$ cat config.mk
export PLATFORM = sky130hd
export DESIGN_NAME = kvt_cell
export DESIGN_NICKNAME = d
export VERILOG_FILES = /design/src/design/kvt_pkg.sv /design/src/design/kvt_cell.sv
export SDC_FILE = /design/constraint.sdc
export NUM_CORES = 1
export LEC_CHECK = 0
export ABC_AREA = 1
export BUFFER_PORTS_ARGS = -buffer_cell sky130_fd_sc_hd__buf_2
export CAP_MARGIN = 0
export CORE_MARGIN = 1
export CORE_UTILIZATION = 34
export DETAILED_ROUTE_END_ITERATION = 16
export PLACE_DENSITY_LB_ADDON = 0.25
export SLEW_MARGIN = 25
export SYNTH_ARGS = -nofsm -noshare
export SYNTH_HDL_FRONTEND = slang
export SYNTH_SLANG_ARGS = --single-unit
$ cat constraint.sdc
create_clock -name clk_i -period 5.95 [get_ports clk_i]
set_clock_uncertainty 0.15 [all_clocks]
set_input_delay 0.8925 -clock clk_i [delete_from_list [all_inputs] [get_ports clk_i]]
set_output_delay 0.8925 -clock clk_i [all_outputs]
set_load 0.1 [all_outputs]
$ cat src/design/kvt_pkg.sv
// shared types and constants of the key-value table
`default_nettype none

package kvt_pkg;

  localparam int unsigned CAPACITY    = 16;
  localparam int unsigned VALUE_WIDTH = 32;
  localparam int unsigned KEY_W       = 64;
  localparam int unsigned IDX_W       = $clog2(CAPACITY);
  localparam int unsigned FILL_W      = $clog2(CAPACITY + 1);
  localparam int unsigned LIMIT_W     = 5;
  localparam int unsigned CMP_W       = (FILL_W > LIMIT_W) ? FILL_W : LIMIT_W;

  typedef enum logic [1:0] {
    ST_FOUND     = 2'd0,
    ST_INSERTED  = 2'd1,
    ST_NOT_FOUND = 2'd2,
    ST_FULL      = 2'd3
  } kvt_status_e;

  typedef enum logic {
    OP_LOOKUP = 1'b0,
    OP_SET    = 1'b1
  } kvt_op_e;

  typedef struct packed {
    logic              operation;
    logic [KEY_W-1:0]  search_key;
    logic [31:0]       new_value;
    logic              write_enable;
  } kvt_in_t;

  typedef struct packed {
    kvt_status_e status;
    logic [3:0]  entry_index;
    logic [31:0] value_out;
  } kvt_out_t;

  // query token walking down the cell chain
  typedef struct packed {
    logic                   vld;
    logic                   done;
    kvt_op_e                op;
    logic [KEY_W-1:0]       key;
    logic [VALUE_WIDTH-1:0] value;
    logic                   we;
    logic                   room;
    kvt_status_e            status;
    logic [IDX_W-1:0]       idx;
  } kvt_token_t;

endpackage

`default_nettype wire

$ cat src/design/kvt_cell.sv
// one table entry with its own key compare and a token register
`default_nettype none

module kvt_cell
  import kvt_pkg::*;
(
  input  wire logic             clk_i,
  input  wire logic             rst_ni,
  input  wire logic             adv_i,
  input  wire logic [IDX_W-1:0] cell_idx_i,
  input  wire kvt_token_t       tok_i,
  output      kvt_token_t       tok_o
);

  kvt_token_t             tok_q;
  logic                   occ_q, occ_d;
  logic [KEY_W-1:0]       key_q;
  logic [VALUE_WIDTH-1:0] value_q;
  logic                   key_we, val_we;
  logic                   live, hit, empty_here;

  assign live       = tok_q.vld && !tok_q.done;
  assign hit        = live && occ_q && (key_q == tok_q.key);
  assign empty_here = live && !occ_q;

  always_comb begin
    tok_o  = tok_q;
    occ_d  = occ_q;
    key_we = 1'b0;
    val_we = 1'b0;
    if (hit) begin
      tok_o.done   = 1'b1;
      tok_o.status = ST_FOUND;
      tok_o.idx    = cell_idx_i;
      if (tok_q.op == OP_SET && tok_q.we) begin
        val_we = 1'b1;
      end else begin
        tok_o.value = value_q;
      end
    end else if (empty_here) begin
      // first free entry ends the filled region
      tok_o.done = 1'b1;
      if (tok_q.op == OP_LOOKUP) begin
        tok_o.status = ST_NOT_FOUND;
        tok_o.idx    = '0;
        tok_o.value  = '0;
      end else if (!tok_q.room) begin
        tok_o.status = ST_FULL;
        tok_o.idx    = '0;
        tok_o.value  = '0;
      end else begin
        tok_o.status = ST_INSERTED;
        tok_o.idx    = cell_idx_i;
        key_we       = 1'b1;
        occ_d        = 1'b1;
        if (tok_q.we) begin
          val_we = 1'b1;
        end else begin
          tok_o.value = value_q;
        end
      end
    end
  end

  always_ff @(posedge clk_i or negedge rst_ni) begin
    if (!rst_ni) begin
      tok_q <= '0;
      occ_q <= 1'b0;
    end else if (adv_i) begin
      tok_q <= tok_i;
      occ_q <= occ_d;
    end
  end

  always_ff @(posedge clk_i) begin
    if (adv_i && key_we) begin
      key_q <= tok_q.key;
    end
    if (adv_i && val_we) begin
      value_q <= tok_q.value;
    end
  end

endmodule

`default_nettype wire

Yosys cells after proc, flatten, opt, wreduce, memory -nomap -nowiden --
Index checks and enable logic that the tools add are counted.
Operators by class: order comparisons 0, $mul 0, shifts and indexed selects 0, equal/unequal tests 1, multiplexer cells 22, reductions and logical operators 10, bitwise gates (word level) 1, div/mod/pow operators 0, $add $sub $neg 0
Operators with widths (number):
- 2-to-1 mux 32 bit | 6
- == test 64 bit | 1
- 2-to-1 mux 6 bit | 4
- 2-to-1 mux 1 bit | 12
- logical AND 1 bit | 7
- AND reduction 5 bit | 1
- logical NOT 1 bit | 2
- NOT 1 bit | 1
Storage, ports and cells: memory bits (read-only) 0, bits in latches 0, register bits after elaboration 204, memories 0, logic and storage cells 46, input bits 114, bits in writable memories 0

Longest topological paths before layout --
depth after elaboration 6, gate-level depth with buffers 13, depth with buffers taken out 12

Worst setup path after synthesis --
Ideal clock, no wire load.
path type input to register, start input adv_i, end register key_q[0], enable pin, path slack 1.132 ns, path buffers 2, cell stages on the path 4, required time 5.313 ns, arrival 4.182 ns, path through clkbuf_1 inv_1 clkbuf_1 nor2_1
Between the ends: word-level cells in the longest chain between the ends 1
RTL lines:
- start: declaration | RTL line kvt_cell.sv:9 | input wire logic adv_i,
- logical AND 1 bit | RTL line kvt_cell.sv:76 | if (adv_i && key_we) begin
- end signal: assignment | RTL line kvt_cell.sv:77 | key_q <= tok_q.key;
- end: declaration | RTL line kvt_cell.sv:17 | logic [KEY_W-1:0] key_q;
Every way passes these cells. A chain may end at the register's enable or synchronous reset.

==> summary.txt <==
Setup path
  • Crit path buffers/inverters: 3
  • Req. time, crit path: between 4000 and 5000 ps
  • Launching element type of the critical path: flip-flop
  • Type of the worst setup path: reg -> out
  • Critical Path AT: 3410 ps
  • Cells along the critical path: inv_1 -> nand2_1 -> nand2_1 -> nor2_1 -> nand2_1 -> nor2_1 -> nand2_1 -> nor2_2 -> nand3_4 -> buf_4 -> nand2_1 -> nand2_1 -> nand2_1 -> buf_2
  • Critical path's most frequent cell: sky130_fd_sc_hd__nand2_1
  • Maximum net fanout on the critical path: 53
  • Crit-path max cell delay: between 400 and 500 ps
  • Master of the slowest instance on the critical path: sky130_fd_sc_hd__buf_2
  • Worst setup EP type: output port
  • Gate family responsible for the most delay along the worst path: simple AND/OR/NAND/NOR gates

Synthesis
  • Post-synthesis compound-gate area fraction: a little under a tenth
  • Most common cell in the synthesized netlist: sky130_fd_sc_hd__nand2_1
  • Top-area cell type share of the netlist area: between 20% and 30%
  • Number of flops mapped to enable cells by yosys: 96
  • Adder-cell share of the synthesized area: 0%
  • Distinct cells, synth: 26
  • Post-Synthesis Mean Instance Area: ~8.6 um2
  • Mapped cell area: between 9000 and 10000 um2
  • Leading cell types by total area after synthesis: sky130_fd_sc_hd__edfxtp_1, sky130_fd_sc_hd__dfrtp_1, sky130_fd_sc_hd__nand2_1
  • Synth Warn #: 0
  • Yosys reg bits: slightly above 200
  • Post-synthesis share of cell area spent on and, or, nand and nor gates: between 10% and 20%
  • Main flop type after synthesis: sky130_fd_sc_hd__dfrtp_1
  • Synth cell count leaders: sky130_fd_sc_hd__nand2_1, sky130_fd_sc_hd__inv_1, sky130_fd_sc_hd__o21ai_0
  • Asr flop ratio synth: a little over half
  • Post-synthesis instance total: between 1000 and 1500
  • Post-synthesis xor/xnor area fraction: approximately 1.2%
  • Synth Net Count: about 1300
  • Multiplexer share of the synthesized area: 0%
  • Share of synthesized area occupied by flip-flops and latches: approximately 57%
  • Yosys top cell by area: sky130_fd_sc_hd__edfxtp_1
  • Dominant combinational cell family by area after synthesis: simple AND/OR/NAND/NOR gates

STA
  • Number of endpoints with negative hold slack in the final report: 0
  • Transition time at the pin with the least slew margin: ~990 ps
  • Setup repair after global routing missed its margin: false
  • Achievable clock frequency: 225 MHz
  • Final sum of negative setup slack: 0 ps
  • Final Worst Setup Slack: between 1000 and 1500 ps
  • Endpoints failing setup: 0
  • Max Slew Vio Count: 0
  • Final period util: between 70% and 80%
  • Max-Slew Margin vs Limit: around a third
  • Minimum clock period: approximately 4500 ps

Floorplan
  • Die span in x: between 150 and 200 um
  • DIE HEIGHT: about 170 um
  • Floorplan row count: 61
  • Die footprint: 29600 um2
  • I/O pins: about 220
  • Initial Utilization: roughly a third
  • Floorplan Core Area: around 28000 um2

CTS
  • Number of H-tree levels: 1
  • Clock transition at path regs: 60 ps
  • Inserted Clock Buffers: 24
  • Post-CTS setup buffer count: 0
  • Root buffer cell: sky130_fd_sc_hd__clkbuf_16
  • Clk sink count: just over 200
  • Number of gates given a new drive strength after cts: 0
  • Clock latency at the later pin of the worst-skew pair: between 500 and 600 ps
  • TritonCTS clock tree: built
  • Count of hold buffers inserted by post-cts repair: 0
  • Max clock buf depth: 3

Run status
  • Run status: complete, no violations

Routing
  • Residual antenna-violating net count after detailed routing: 0
  • First-pass iteration count of the detailed router: 5
  • Per-cell via count in the routed design: between 4 and 5
  • Overall routed net length: roughly 24 mm
  • DRC violation total after the first TritonRoute iteration: roughly 550
  • Post-DR wirelength/cell: between 10 and 15 um
  • Post-detailed-route DRC marker count: 0
  • Total number of vias: between 7000 and 8000

Cells and area
  • Area growth syn-to-layout: 17.8%
  • Area taken by multi-input logic gates: between 2000 and 3000 um2
  • Register area: approximately 5600 um2
  • Ratio of cells with drive above 1 in the final layout: a little over a fifth
  • Number of filler instances in the final layout: 2873
  • Fin nets: ~1400

Global route
  • Gr usage total: 16.4%
  • Global-route wire length before repair: about 37 mm
  • GR Overflow Total: 0
  • Antenna violations before repair: 5
  • Via count of the first global-routing pass: 6984
  • Largest net degree at the start of global routing: between 100 and 150

Power and ir drop
  • Cell internal pwr: between 2 and 3 mW
  • IR Drop Worst-Case VDD: around 210 uV
  • Logic gate share of total power: a little over a fifth
  • Switching component of the power: 1.31 mW
  • Flop pwr share: between 40% and 50%
  • Total power per unit cell area: 338 nW/um2
  • Sw frac: 33.6%
  • Static power due to leakage: ~5.9 nW
  • Clock power share: between 30% and 40%

Hold path
  • Hold crit path type: in -> async

Placed design
  • Detailed Place HPWL: around 16 mm
  • Final weighted congestion in routability-driven placement: approximately 0.79
  • Count of buffers inserted at the top-level ports: between 200 and 250
  • Worst setup slack before clock tree synthesis: between 1500 and 2000 ps

Job
  • Max Cap Violations: 0
[final cells by class]
cell class	count	share of cell area, %
Sequential cell	204	48.3
Multi-Input combinational cell	659	25.3
Timing Repair Buffer	226	10.1
Clock buffer	39	6.46
Inverter	163	5.29
Tap cell	378	4.09
Clock inverter	5	0.454
Antenna cell	2	0.0432
[power groups by stage]
stage	Clock [mW]	Sequential (mW)	Combinational [mW]
after floorplan	0	1.62	0.725
after global placement	0	1.63	0.836
after detailed placement	0	1.64	0.836
after CTS	1.52	1.61	0.838
after global routing	1.57	1.62	0.884
final	1.47	1.61	0.828
[layout by cell type, fill, tap and decap left out, drive strengths merged, types with 2 or more instances in the layout]
master	synthesis	layout
nand3	10	10
nand4	10	10
diode	0	2
nor2	100	100
xnor2	9	9
buf	85	226
dfrtp	108	108
edfxtp	96	96
nand2	359	359
or2	3	3
o21ai	129	129
xor2	4	4
clkbuf	26	39
clkinv	0	4
a22oi	32	32
inv	163	162
[registers in the layout, indices dropped and copies added, names as in the netlist]
name and cells:
key_q 64, occ_q 1, tok_o 68, tok_q 39, value_q 32
[layer usage]
metal  track usage, %  wire length (um)  up-vias
met1             22.6             11200     3390
li1                 -                 -     3794
met5                0                32        -
met2             25.8             10900      179
met3             3.64              1470       42
met4             4.85               654        6
[per-stage QoR]
stage               cells  power [mW]  util [%]  hold WS, ps  cell area [um2]
floorplan            1137        2.35         -          292             9820
global placement     1629        2.47      38.2          298            10700
detailed placement   1630        2.48      38.3          309            10800
CTS                  1674        3.97      41.2          302            11600
global route         1675        4.08      41.2          330            11600
finish               1676        3.91      41.2          278            11600
[logic make-up (layout without fill, tap and decap cells)]
| logic type | after synthesis | count (layout) |
|---|---|---|
| buffers and inverters | 274 | 433 |
| other | 0 | 2 |
| flip-flops | 204 | 204 |
| XOR/XNOR | 13 | 13 |
| AO/OA/AOI/OAI | 163 | 163 |
| AND/OR/NAND/NOR | 483 | 483 |
[path summary, 6_finish.rpt]
path                           start           to  slack [ps]  depth (start not counted)
max                        tok_o[62]     tok_o[3]        1500                         14
min                           rst_ni    tok_q[19]         280                          1
max reg2reg                tok_o[62]  value_q[26]        2680                         14
min reg2reg                tok_q[33]  value_q[25]         320                          0
max in group asynchronous     rst_ni    tok_o[54]        4000                          2
min in group clk_i         tok_q[33]  value_q[25]         320                          0
(Power assumes the default switching activity.)
